==> config.mk <==
export PLATFORM = sky130hd
export DESIGN_NAME = random_dfs_maze_generator
export DESIGN_NICKNAME = d
export VERILOG_FILES = /design/src/hdl/rdm_pkg.sv /design/src/hdl/random_dfs_maze_generator.sv /design/src/hdl/rdm_mod.sv
export SDC_FILE = /design/constraint.sdc
export NUM_CORES = 2
export LEC_CHECK = 0
export BUFFER_PORTS_ARGS = -buffer_cell sky130_fd_sc_hd__buf_2
export CAP_MARGIN = 30
export CORE_MARGIN = 2
export CORE_UTILIZATION = 49
export DETAILED_ROUTE_END_ITERATION = 7
export PLACE_DENSITY_LB_ADDON = 0.1
export SYNTH_ARGS = -nofsm -noshare
export SYNTH_HDL_FRONTEND = slang
export SYNTH_SLANG_ARGS = --single-unit
export TNS_END_PERCENT = 100
==> constraint.sdc <==
create_clock -name clk -period 12.7 [get_ports clk]
set_clock_uncertainty 0.05 [all_clocks]
set_input_delay 3.81 -clock clk [delete_from_list [all_inputs] [get_ports clk]]
set_output_delay 3.81 -clock clk [all_outputs]
set_load 0.03 [all_outputs]
==> src/hdl/rdm_pkg.sv <==
// Shared types, codes and helper functions for the random depth-first maze generator.
// No dependencies; compiled first.
package rdm_pkg;

  typedef struct packed {
    logic              mode;
    logic signed [7:0] row;
    logic signed [7:0] col;
    logic [2:0]        direction;
    logic [31:0]       seed;
  } in_t;

  typedef struct packed {
    logic       done_res;
    logic       in_range;
    logic [3:0] walls;
    logic       can_move;
  } out_t;

  localparam logic MODE_GEN   = 1'b0;
  localparam logic MODE_QUERY = 1'b1;

  localparam logic [2:0] DIR_NORTH = 3'd0;
  localparam logic [2:0] DIR_SOUTH = 3'd1;
  localparam logic [2:0] DIR_EAST  = 3'd2;
  localparam logic [2:0] DIR_WEST  = 3'd3;

  localparam logic [3:0] WALL_N   = 4'b0001;
  localparam logic [3:0] WALL_E   = 4'b0010;
  localparam logic [3:0] WALL_S   = 4'b0100;
  localparam logic [3:0] WALL_W   = 4'b1000;
  localparam logic [3:0] WALL_ALL = 4'b1111;

  typedef enum logic [1:0] {
    NB_N = 2'd0,
    NB_S = 2'd1,
    NB_E = 2'd2,
    NB_W = 2'd3
  } nb_dir_t;

  // Remainder unit: 32-bit dividend, divisor up to 64, four bits per cycle.
  localparam int MOD_DW     = 7;
  localparam int MOD_RW     = 6;
  localparam int MOD_CYCLES = 8;

  typedef struct packed {
    logic              start;
    logic [31:0]       value;
    logic [MOD_DW-1:0] divisor;
  } mod_req_t;

  typedef struct packed {
    logic              done;
    logic [MOD_RW-1:0] rem;
  } mod_rsp_t;

  function automatic logic [31:0] xorshift32(input logic [31:0] s);
    logic [31:0] x;
    x = s;
    x = x ^ (x << 13);
    x = x ^ (x >> 17);
    x = x ^ (x << 5);
    return x;
  endfunction

  function automatic logic [3:0] wall_mine(input nb_dir_t d);
    logic [3:0] w;
    unique case (d)
      NB_N: w = WALL_N;
      NB_S: w = WALL_S;
      NB_E: w = WALL_E;
      NB_W: w = WALL_W;
    endcase
    return w;
  endfunction

  function automatic logic [3:0] wall_theirs(input nb_dir_t d);
    logic [3:0] w;
    unique case (d)
      NB_N: w = WALL_S;
      NB_S: w = WALL_N;
      NB_E: w = WALL_W;
      NB_W: w = WALL_E;
    endcase
    return w;
  endfunction

endpackage

==> src/hdl/random_dfs_maze_generator.sv <==
// Random depth-first maze generator: cell memory, path stack and carving sequencer.
// Depends on rdm_pkg and rdm_mod.
//
// A generate item runs a wall reset sweep over all ROWS * COLS cells, then per carved
// cell a neighbor scan of the cell memory, a draw through the remainder unit and the
// wall update states CV0, CV1 and CV2, and per backtrack a scan plus a stack reload.
// busy stays high while an item is at work. Each result appears for one cycle under
// strobe; the receiver must take it then.
module random_dfs_maze_generator #(
  parameter int ROWS = 16,
  parameter int COLS = 16
) (
  input  logic          clk,
  input  logic          rst,
  input  logic          start,
  output logic          busy,
  input  rdm_pkg::in_t  request,
  output logic          strobe,
  output rdm_pkg::out_t response
);
  import rdm_pkg::*;

  localparam int CELLS = ROWS * COLS;
  localparam int IW    = $clog2(CELLS);
  localparam int RW    = $clog2(ROWS);
  localparam int CW    = $clog2(COLS);
  localparam int DW    = $clog2(CELLS + 1);

  typedef enum logic [14:0] {
    ST_IDLE  = 15'h0001,
    ST_CLEAR = 15'h0002,
    ST_RDRAW = 15'h0004,
    ST_RWAIT = 15'h0008,
    ST_CDRAW = 15'h0010,
    ST_CWAIT = 15'h0020,
    ST_SCAN  = 15'h0040,
    ST_NDRAW = 15'h0080,
    ST_NWAIT = 15'h0100,
    ST_CV0   = 15'h0200,
    ST_CV1   = 15'h0400,
    ST_CV2   = 15'h0800,
    ST_POP   = 15'h1000,
    ST_LOAD  = 15'h2000,
    ST_QUERY = 15'h4000
  } state_t;

  state_t state;

  logic [4:0]       cell_mem [CELLS];
  logic [RW+CW-1:0] stack_mem [CELLS];

  logic             mem_we;
  logic [IW-1:0]    mem_waddr;
  logic [4:0]       mem_wdata;
  logic [IW-1:0]    mem_raddr;
  logic [4:0]       mem_rdata;
  logic             stk_we;
  logic [IW-1:0]    stk_waddr;
  logic [RW+CW-1:0] stk_wdata;
  logic [IW-1:0]    stk_raddr;
  logic [RW+CW-1:0] stk_rdata;

  logic [31:0]      rng;
  logic [IW-1:0]    clr_addr;
  logic [DW-1:0]    depth;
  logic [RW-1:0]    start_r;
  logic [RW-1:0]    cur_r;
  logic [CW-1:0]    cur_c;
  logic [RW-1:0]    nb_r;
  logic [CW-1:0]    nb_c;
  nb_dir_t          nb_k;
  nb_dir_t          cand [4];
  logic [2:0]       cand_n;
  logic [2:0]       cand_n_next;
  logic [2:0]       scan_cnt;
  logic [RW+CW-1:0] scan_pos;
  logic             pend_ok;
  logic             hit;
  logic             generated;
  logic             q_ok;
  logic [RW-1:0]    q_r;
  logic [CW-1:0]    q_c;
  logic [2:0]       q_dir;
  logic [3:0]       q_walls;
  logic             q_move;
  logic             in_grid;

  mod_req_t mod_req;
  mod_rsp_t mod_rsp;

  function automatic logic [IW-1:0] cell_addr(input logic [RW-1:0] r, input logic [CW-1:0] c);
    return IW'(IW'(r) * IW'(COLS) + IW'(c));
  endfunction

  function automatic logic nb_ok(input nb_dir_t d, input logic [RW-1:0] r,
                                 input logic [CW-1:0] c);
    logic ok;
    unique case (d)
      NB_N: ok = (r != '0);
      NB_S: ok = (r != RW'(ROWS - 1));
      NB_E: ok = (c != CW'(COLS - 1));
      NB_W: ok = (c != '0);
    endcase
    return ok;
  endfunction

  function automatic logic [RW+CW-1:0] nb_pos(input nb_dir_t d, input logic [RW-1:0] r,
                                              input logic [CW-1:0] c);
    logic [RW-1:0] nr;
    logic [CW-1:0] nc;
    nr = r;
    nc = c;
    unique case (d)
      NB_N: nr = r - RW'(1);
      NB_S: nr = r + RW'(1);
      NB_E: nc = c + CW'(1);
      NB_W: nc = c - CW'(1);
    endcase
    return {nr, nc};
  endfunction

  rdm_mod u_mod (
    .clk (clk),
    .rst (rst),
    .req (mod_req),
    .rsp (mod_rsp)
  );

  assign busy = (state != ST_IDLE);

  assign in_grid = !request.row[7] && (request.row < 8'(ROWS))
                && !request.col[7] && (request.col < 8'(COLS));

  always_comb begin
    mod_req.start   = (state == ST_RDRAW) || (state == ST_CDRAW) || (state == ST_NDRAW);
    mod_req.value   = xorshift32(rng);
    mod_req.divisor = MOD_DW'(cand_n);
    if (state == ST_RDRAW) begin
      mod_req.divisor = MOD_DW'(ROWS);
    end else if (state == ST_CDRAW) begin
      mod_req.divisor = MOD_DW'(COLS);
    end
  end

  assign hit         = (scan_cnt != 3'd0) && pend_ok && !mem_rdata[4];
  assign cand_n_next = cand_n + {2'b00, hit};
  assign scan_pos    = nb_pos(nb_dir_t'(scan_cnt[1:0]), cur_r, cur_c);

  always_comb begin
    mem_we    = 1'b0;
    mem_waddr = clr_addr;
    mem_wdata = {1'b0, WALL_ALL};
    mem_raddr = cell_addr(cur_r, cur_c);
    stk_we    = 1'b0;
    stk_waddr = depth[IW-1:0];
    stk_wdata = {nb_r, nb_c};
    stk_raddr = IW'(depth - DW'(2));
    unique case (state)
      ST_IDLE: begin
        mem_raddr = cell_addr(request.row[RW-1:0], request.col[CW-1:0]);
      end
      ST_CLEAR: begin
        mem_we = 1'b1;
      end
      ST_CWAIT: begin
        if (mod_rsp.done) begin
          mem_we    = 1'b1;
          mem_waddr = cell_addr(start_r, mod_rsp.rem[CW-1:0]);
          mem_wdata = {1'b1, WALL_ALL};
          stk_we    = 1'b1;
          stk_waddr = '0;
          stk_wdata = {start_r, mod_rsp.rem[CW-1:0]};
        end
      end
      ST_SCAN: begin
        mem_raddr = cell_addr(scan_pos[RW+CW-1:CW], scan_pos[CW-1:0]);
      end
      ST_CV1: begin
        mem_we    = 1'b1;
        mem_waddr = cell_addr(cur_r, cur_c);
        mem_wdata = {1'b1, mem_rdata[3:0] & ~wall_mine(nb_k)};
        mem_raddr = cell_addr(nb_r, nb_c);
      end
      ST_CV2: begin
        mem_we    = 1'b1;
        mem_waddr = cell_addr(nb_r, nb_c);
        mem_wdata = {1'b1, mem_rdata[3:0] & ~wall_theirs(nb_k)};
        stk_we    = (depth < DW'(CELLS));
      end
      default: begin
      end
    endcase
  end

  always_ff @(posedge clk) begin
    if (mem_we) begin
      cell_mem[mem_waddr] <= mem_wdata;
    end
    mem_rdata <= cell_mem[mem_raddr];
  end

  always_ff @(posedge clk) begin
    if (stk_we) begin
      stack_mem[stk_waddr] <= stk_wdata;
    end
    stk_rdata <= stack_mem[stk_raddr];
  end

  always_comb begin
    q_walls = generated ? mem_rdata[3:0] : WALL_ALL;
    q_move  = 1'b0;
    unique case (q_dir)
      DIR_NORTH: q_move = (q_r != '0) && !q_walls[0];
      DIR_SOUTH: q_move = (q_r != RW'(ROWS - 1)) && !q_walls[2];
      DIR_EAST:  q_move = (q_c != CW'(COLS - 1)) && !q_walls[1];
      DIR_WEST:  q_move = (q_c != '0) && !q_walls[3];
      default:   q_move = 1'b0;
    endcase
  end

  always_ff @(posedge clk) begin
    if (rst) begin
      state     <= ST_IDLE;
      strobe    <= 1'b0;
      generated <= 1'b0;
      depth     <= '0;
    end else begin
      strobe <= 1'b0;
      unique case (state)
        ST_IDLE: begin
          if (start) begin
            if (request.mode == MODE_GEN) begin
              generated <= 1'b1;
              rng       <= (request.seed == 32'd0) ? 32'd1 : request.seed;
              clr_addr  <= '0;
              state     <= ST_CLEAR;
            end else begin
              q_ok  <= in_grid;
              q_r   <= request.row[RW-1:0];
              q_c   <= request.col[CW-1:0];
              q_dir <= request.direction;
              state <= ST_QUERY;
            end
          end
        end
        ST_CLEAR: begin
          clr_addr <= clr_addr + IW'(1);
          if (clr_addr == IW'(CELLS - 1)) begin
            state <= ST_RDRAW;
          end
        end
        ST_RDRAW: begin
          rng   <= xorshift32(rng);
          state <= ST_RWAIT;
        end
        ST_RWAIT: begin
          if (mod_rsp.done) begin
            start_r <= mod_rsp.rem[RW-1:0];
            state   <= ST_CDRAW;
          end
        end
        ST_CDRAW: begin
          rng   <= xorshift32(rng);
          state <= ST_CWAIT;
        end
        ST_CWAIT: begin
          if (mod_rsp.done) begin
            cur_r    <= start_r;
            cur_c    <= mod_rsp.rem[CW-1:0];
            depth    <= DW'(1);
            scan_cnt <= '0;
            cand_n   <= '0;
            state    <= ST_SCAN;
          end
        end
        ST_SCAN: begin
          pend_ok <= nb_ok(nb_dir_t'(scan_cnt[1:0]), cur_r, cur_c);
          if (hit) begin
            cand[cand_n[1:0]] <= nb_dir_t'(scan_cnt[1:0] - 2'd1);
          end
          cand_n   <= cand_n_next;
          scan_cnt <= scan_cnt + 3'd1;
          if (scan_cnt == 3'd4) begin
            state <= (cand_n_next == 3'd0) ? ST_POP : ST_NDRAW;
          end
        end
        ST_NDRAW: begin
          rng   <= xorshift32(rng);
          state <= ST_NWAIT;
        end
        ST_NWAIT: begin
          if (mod_rsp.done) begin
            nb_k         <= cand[mod_rsp.rem[1:0]];
            {nb_r, nb_c} <= nb_pos(cand[mod_rsp.rem[1:0]], cur_r, cur_c);
            state        <= ST_CV0;
          end
        end
        ST_CV0: begin
          state <= ST_CV1;
        end
        ST_CV1: begin
          state <= ST_CV2;
        end
        ST_CV2: begin
          if (depth < DW'(CELLS)) begin
            depth <= depth + DW'(1);
            cur_r <= nb_r;
            cur_c <= nb_c;
          end
          scan_cnt <= '0;
          cand_n   <= '0;
          state    <= ST_SCAN;
        end
        ST_POP: begin
          depth <= depth - DW'(1);
          if (depth == DW'(1)) begin
            strobe   <= 1'b1;
            response <= '{done_res: 1'b1, in_range: 1'b0, walls: 4'b0000, can_move: 1'b0};
            state    <= ST_IDLE;
          end else begin
            state <= ST_LOAD;
          end
        end
        ST_LOAD: begin
          {cur_r, cur_c} <= stk_rdata;
          scan_cnt       <= '0;
          cand_n         <= '0;
          state          <= ST_SCAN;
        end
        ST_QUERY: begin
          strobe            <= 1'b1;
          response.done_res <= 1'b0;
          response.in_range <= q_ok;
          response.walls    <= q_ok ? q_walls : 4'b0000;
          response.can_move <= q_ok && q_move;
          state             <= ST_IDLE;
        end
        default: begin
          state <= ST_IDLE;
        end
      endcase
    end
  end

endmodule

==> src/hdl/rdm_mod.sv <==
// Iterative remainder unit: value mod divisor, four dividend bits per cycle.
// Depends on rdm_pkg.
module rdm_mod (
  input  logic             clk,
  input  logic             rst,
  input  rdm_pkg::mod_req_t req,
  output rdm_pkg::mod_rsp_t rsp
);
  import rdm_pkg::*;

  logic [31:0]       val;
  logic [MOD_DW-1:0] div;
  logic [MOD_RW-1:0] rem;
  logic [MOD_RW-1:0] rem_next;
  logic [2:0]        cnt;
  logic              active;
  logic              done;

  always_comb begin
    logic [MOD_DW-1:0] t;
    rem_next = rem;
    for (int j = 0; j < 4; j++) begin
      t = {rem_next, val[31-j]};
      if (t >= div) begin
        t = t - div;
      end
      rem_next = t[MOD_RW-1:0];
    end
  end

  always_ff @(posedge clk) begin
    if (rst) begin
      active <= 1'b0;
      done   <= 1'b0;
      cnt    <= '0;
    end else begin
      done <= 1'b0;
      if (req.start) begin
        active <= 1'b1;
        cnt    <= '0;
      end else if (active) begin
        cnt <= cnt + 3'd1;
        if (cnt == 3'(MOD_CYCLES - 1)) begin
          active <= 1'b0;
          done   <= 1'b1;
        end
      end
    end
  end

  always_ff @(posedge clk) begin
    if (req.start) begin
      val <= req.value;
      div <= req.divisor;
      rem <= '0;
    end else if (active) begin
      val <= {val[27:0], 4'b0000};
      rem <= rem_next;
    end
  end

  assign rsp.done = done;
  assign rsp.rem  = rem;

endmodule
==> flow_metrics.env <==
export IMPL_avgSynthCellArea_um2=17.5
export IMPL_overflow=0
export IMPL_multi_input_area_um2=34200
export IMPL_end_kind="register"
export IMPL_gp_congestion=0.875
export IMPL_outcome="complete, no violations"
export IMPL_arrival_ps=8770
export IMPL_cp_max_fo=9
export IMPL_dp_hpwl_um=223000
export IMPL_die_width_um=541
export IMPL_cts_setup_buffers=0
export IMPL_cts_tree="built"
export IMPL_die_h_um=541
export IMPL_root_buffer="clkbuf_16"
export IMPL_worstPathRequired_ps=13430
export IMPL_clock_sinks=3512
export IMPL_ys_seq_area_share_pct=74.4
export IMPL_finalSetupTns_ps=0
export IMPL_core_um2=287000
export IMPL_detail_route_iter0_violations=8542
export IMPL_crit_type="register to register"
export IMPL_crit_slowest_cell="dfxtp_1"
export IMPL_drv_slew=0
export IMPL_ant_nets=0
export IMPL_layout_commonest_cell="edfxtp_1"
export IMPL_drt_total_wl_um=370000
export IMPL_htreeDepth=5
export IMPL_critPathLaunchType="register"
export IMPL_grt_antenna_before_repair=10
export IMPL_reg2regPathDepth=28
export IMPL_final_seq_area_um2=105000
export IMPL_wire_per_inst_um=30.2
export IMPL_syn_area_um2=141000
export IMPL_holdCritPathClass="register to register"
export IMPL_clk_latency_ps=950
export IMPL_nets=8251
export IMPL_synth_top_cell_area_share_pct=73.6
export IMPL_drv_cap=0
export IMPL_synth_cell_types=95
export IMPL_relSlewSlack_pct=14.6
export IMPL_rows=197
export IMPL_r2r_start="u_mod.rem[3]"
export IMPL_utilization_pct=55.0
export IMPL_vias=76600
export IMPL_yosys_area_top_type="edfxtp_1"
export IMPL_start_util_pct=49.1
export IMPL_max_freq_mhz=124
export IMPL_numCtsBuffers=370
export IMPL_cp_startpoint="u_mod.rem[3]"
export IMPL_hold_viol_final=0
export IMPL_grt_max_degree=198
export IMPL_netlist_instances=8050
export IMPL_clkTransAtPathRegs_ps=60
export IMPL_post_route_drc_count=0
export IMPL_postSynth_asyncResetShare_pct=0
export IMPL_post_place_cells=11600
export IMPL_period_minus_slack_ps=8050
export IMPL_postCtsHoldBufs=0
export IMPL_vias_per_cell=6.26
export IMPL_grt_setup_unrepaired="false"
export IMPL_powerDensity_nw_per_um2=161
export IMPL_synth_area_leaders="edfxtp_1 74%, mux4_2 11%, nand2_1 2.3%"
export IMPL_finalCritPeriodShare_pct=63.3
export IMPL_synth_flop_cell="edfxtp_1"
export IMPL_dr_pass1_iters=8
export IMPL_fillers=22200
export IMPL_ir_drop_v=0.000161
export IMPL_die_area_um2=292000
export IMPL_ys_ff_latch=3512
export IMPL_port_buffers=63
export IMPL_grt_pass1_vias=75400
export IMPL_synth_fp_nets=8145
export IMPL_rrSetupSlack_ps=4650
export IMPL_synth_warnings=0
export IMPL_setup_viol=0
export IMPL_most_common_layout_cells="3460 x edfxtp_1, 837 x nand2_1, 736 x nor2_1"
export IMPL_post_cts_resized=0
export IMPL_grt_pass1_wl_um=538000
export IMPL_synth_edf_count=3460
export IMPL_syn_to_final_growth_pct=11.9
export IMPL_worst_pin_slew_ps=1280
export IMPL_cp_slowest_stage_delay_ps=600
export IMPL_cp_common_cell="ha_1"
export IMPL_io_pins=64
export IMPL_cts_path_max_buffers=4
export IMPL_fin_cells=12200
export IMPL_grt_usage_pct=25.1
export IMPL_p_leak_nw=50.8
export IMPL_drive_above_1_share_pct=18.2
-- layout make-up --
| type | instances | share of cell area, % |
|---|---|---|
| multi-input cells | 3991 | 21.6 |
| inverters | 46 | 0.114 |
| flip-flops and latches | 3512 | 66.4 |
| diodes | 2 | 0.00317 |
| repair buffers | 235 | 1.32 |
| clock inverters | 210 | 1.22 |
| well taps | 3781 | 3.00 |
| clock buffers | 464 | 6.26 |
-- cells in the mapped netlist (all sizes together), types with 42 or more instances --
cell / n
dfxtp: 52
o22ai: 63
nor3: 63
a211oi: 167
a32oi: 108
and3: 142
clkbuf: 293
xor2: 42
nand3: 137
mux2i: 152
xnor2: 60
buf: 208
nand2: 850
nor2: 751
inv: 46
a21oi: 104
a311oi: 42
o21ai: 74
edfxtp: 3460
a31oi: 153
mux4: 674
-- worst max-delay path, delay by kind of cell, from the launching register on --
family / cells / cell delay (ps)
adder cells (fa/ha/maj): 4 / 1420
buffers and inverters: 2 / 230
multiplexers: 3 / 1100
AND/OR/NAND/NOR: 7 / 1990
AO/OA/AOI/OAI: 12 / 2540
flip-flops: 1 / 600
-- worst min-delay path by stage --
stage               cells past startpoint         start         end  slack (ps)
floorplan                               0  u_mod.rem[2]  start_r[2]         390
detailed placement                      2      state[3]    state[3]         430
finish                                  2      state[3]    state[3]         440
global placement                        2      state[3]    state[3]         430
CTS                                     2      state[3]    state[3]         450
global route                            2      state[3]    state[3]         480
-- power by group --
| part | leakage, nW | internal, mW | total (mW) | switching [mW] |
|---|---|---|---|---|
| clock network | 5.80 | 6.14 | 10.6 | 4.47 |
| logic | 10.8 | 0.721 | 2.21 | 1.49 |
| registers | 34.2 | 12.6 | 12.7 | 0.0790 |
| total | 50.8 | 19.4 | 25.5 | 6.03 |
-- sequential cells by signal, summed over array words and instances, names as in the netlist, 5 cells and up, named ones only --
register and count:
depth 9, response 7, stk_rdata 8, cand 8
rng 32, clr_addr 8, u_mod.rem 6, cell_mem 1280
mem_rdata 5, stack_mem 2048, state 15, u_mod.val 32
-- metrics by stage --
step | setup WS, ps | hold slack [ps] | instance area, um2 | power (mW)
2_1_floorplan | -723 | 393 | 141000 | 14.4
3_3_place_gp | 4050 | 425 | 146000 | 15.0
3_5_place_dp | 4560 | 433 | 146000 | 15.1
4_1_cts | 4830 | 448 | 158000 | 25.6
5_1_grt | 4200 | 482 | 158000 | 26.2
6_report | 4650 | 441 | 158000 | 25.5
-- routing by layer --
metal	track usage (%)	part of all wire, %	vias up
li1	-	-	32400
met1	36.9	42	40300
met2	39.1	47	3191
met3	4.09	7.8	617
met4	7.22	3.0	2
met5	0	0.0035	-
-- logic make-up after synthesis --
group,Yosys count,share of synthesized area (%)
flops,3512,74.4
buf+inv,547,1.66
compound gates,877,4.45
fa+ha+maj,40,0.376
mux,845,12.0
simple gates,2127,6.52
xor+xnor,102,0.633
(Power assumes the default switching activity.)
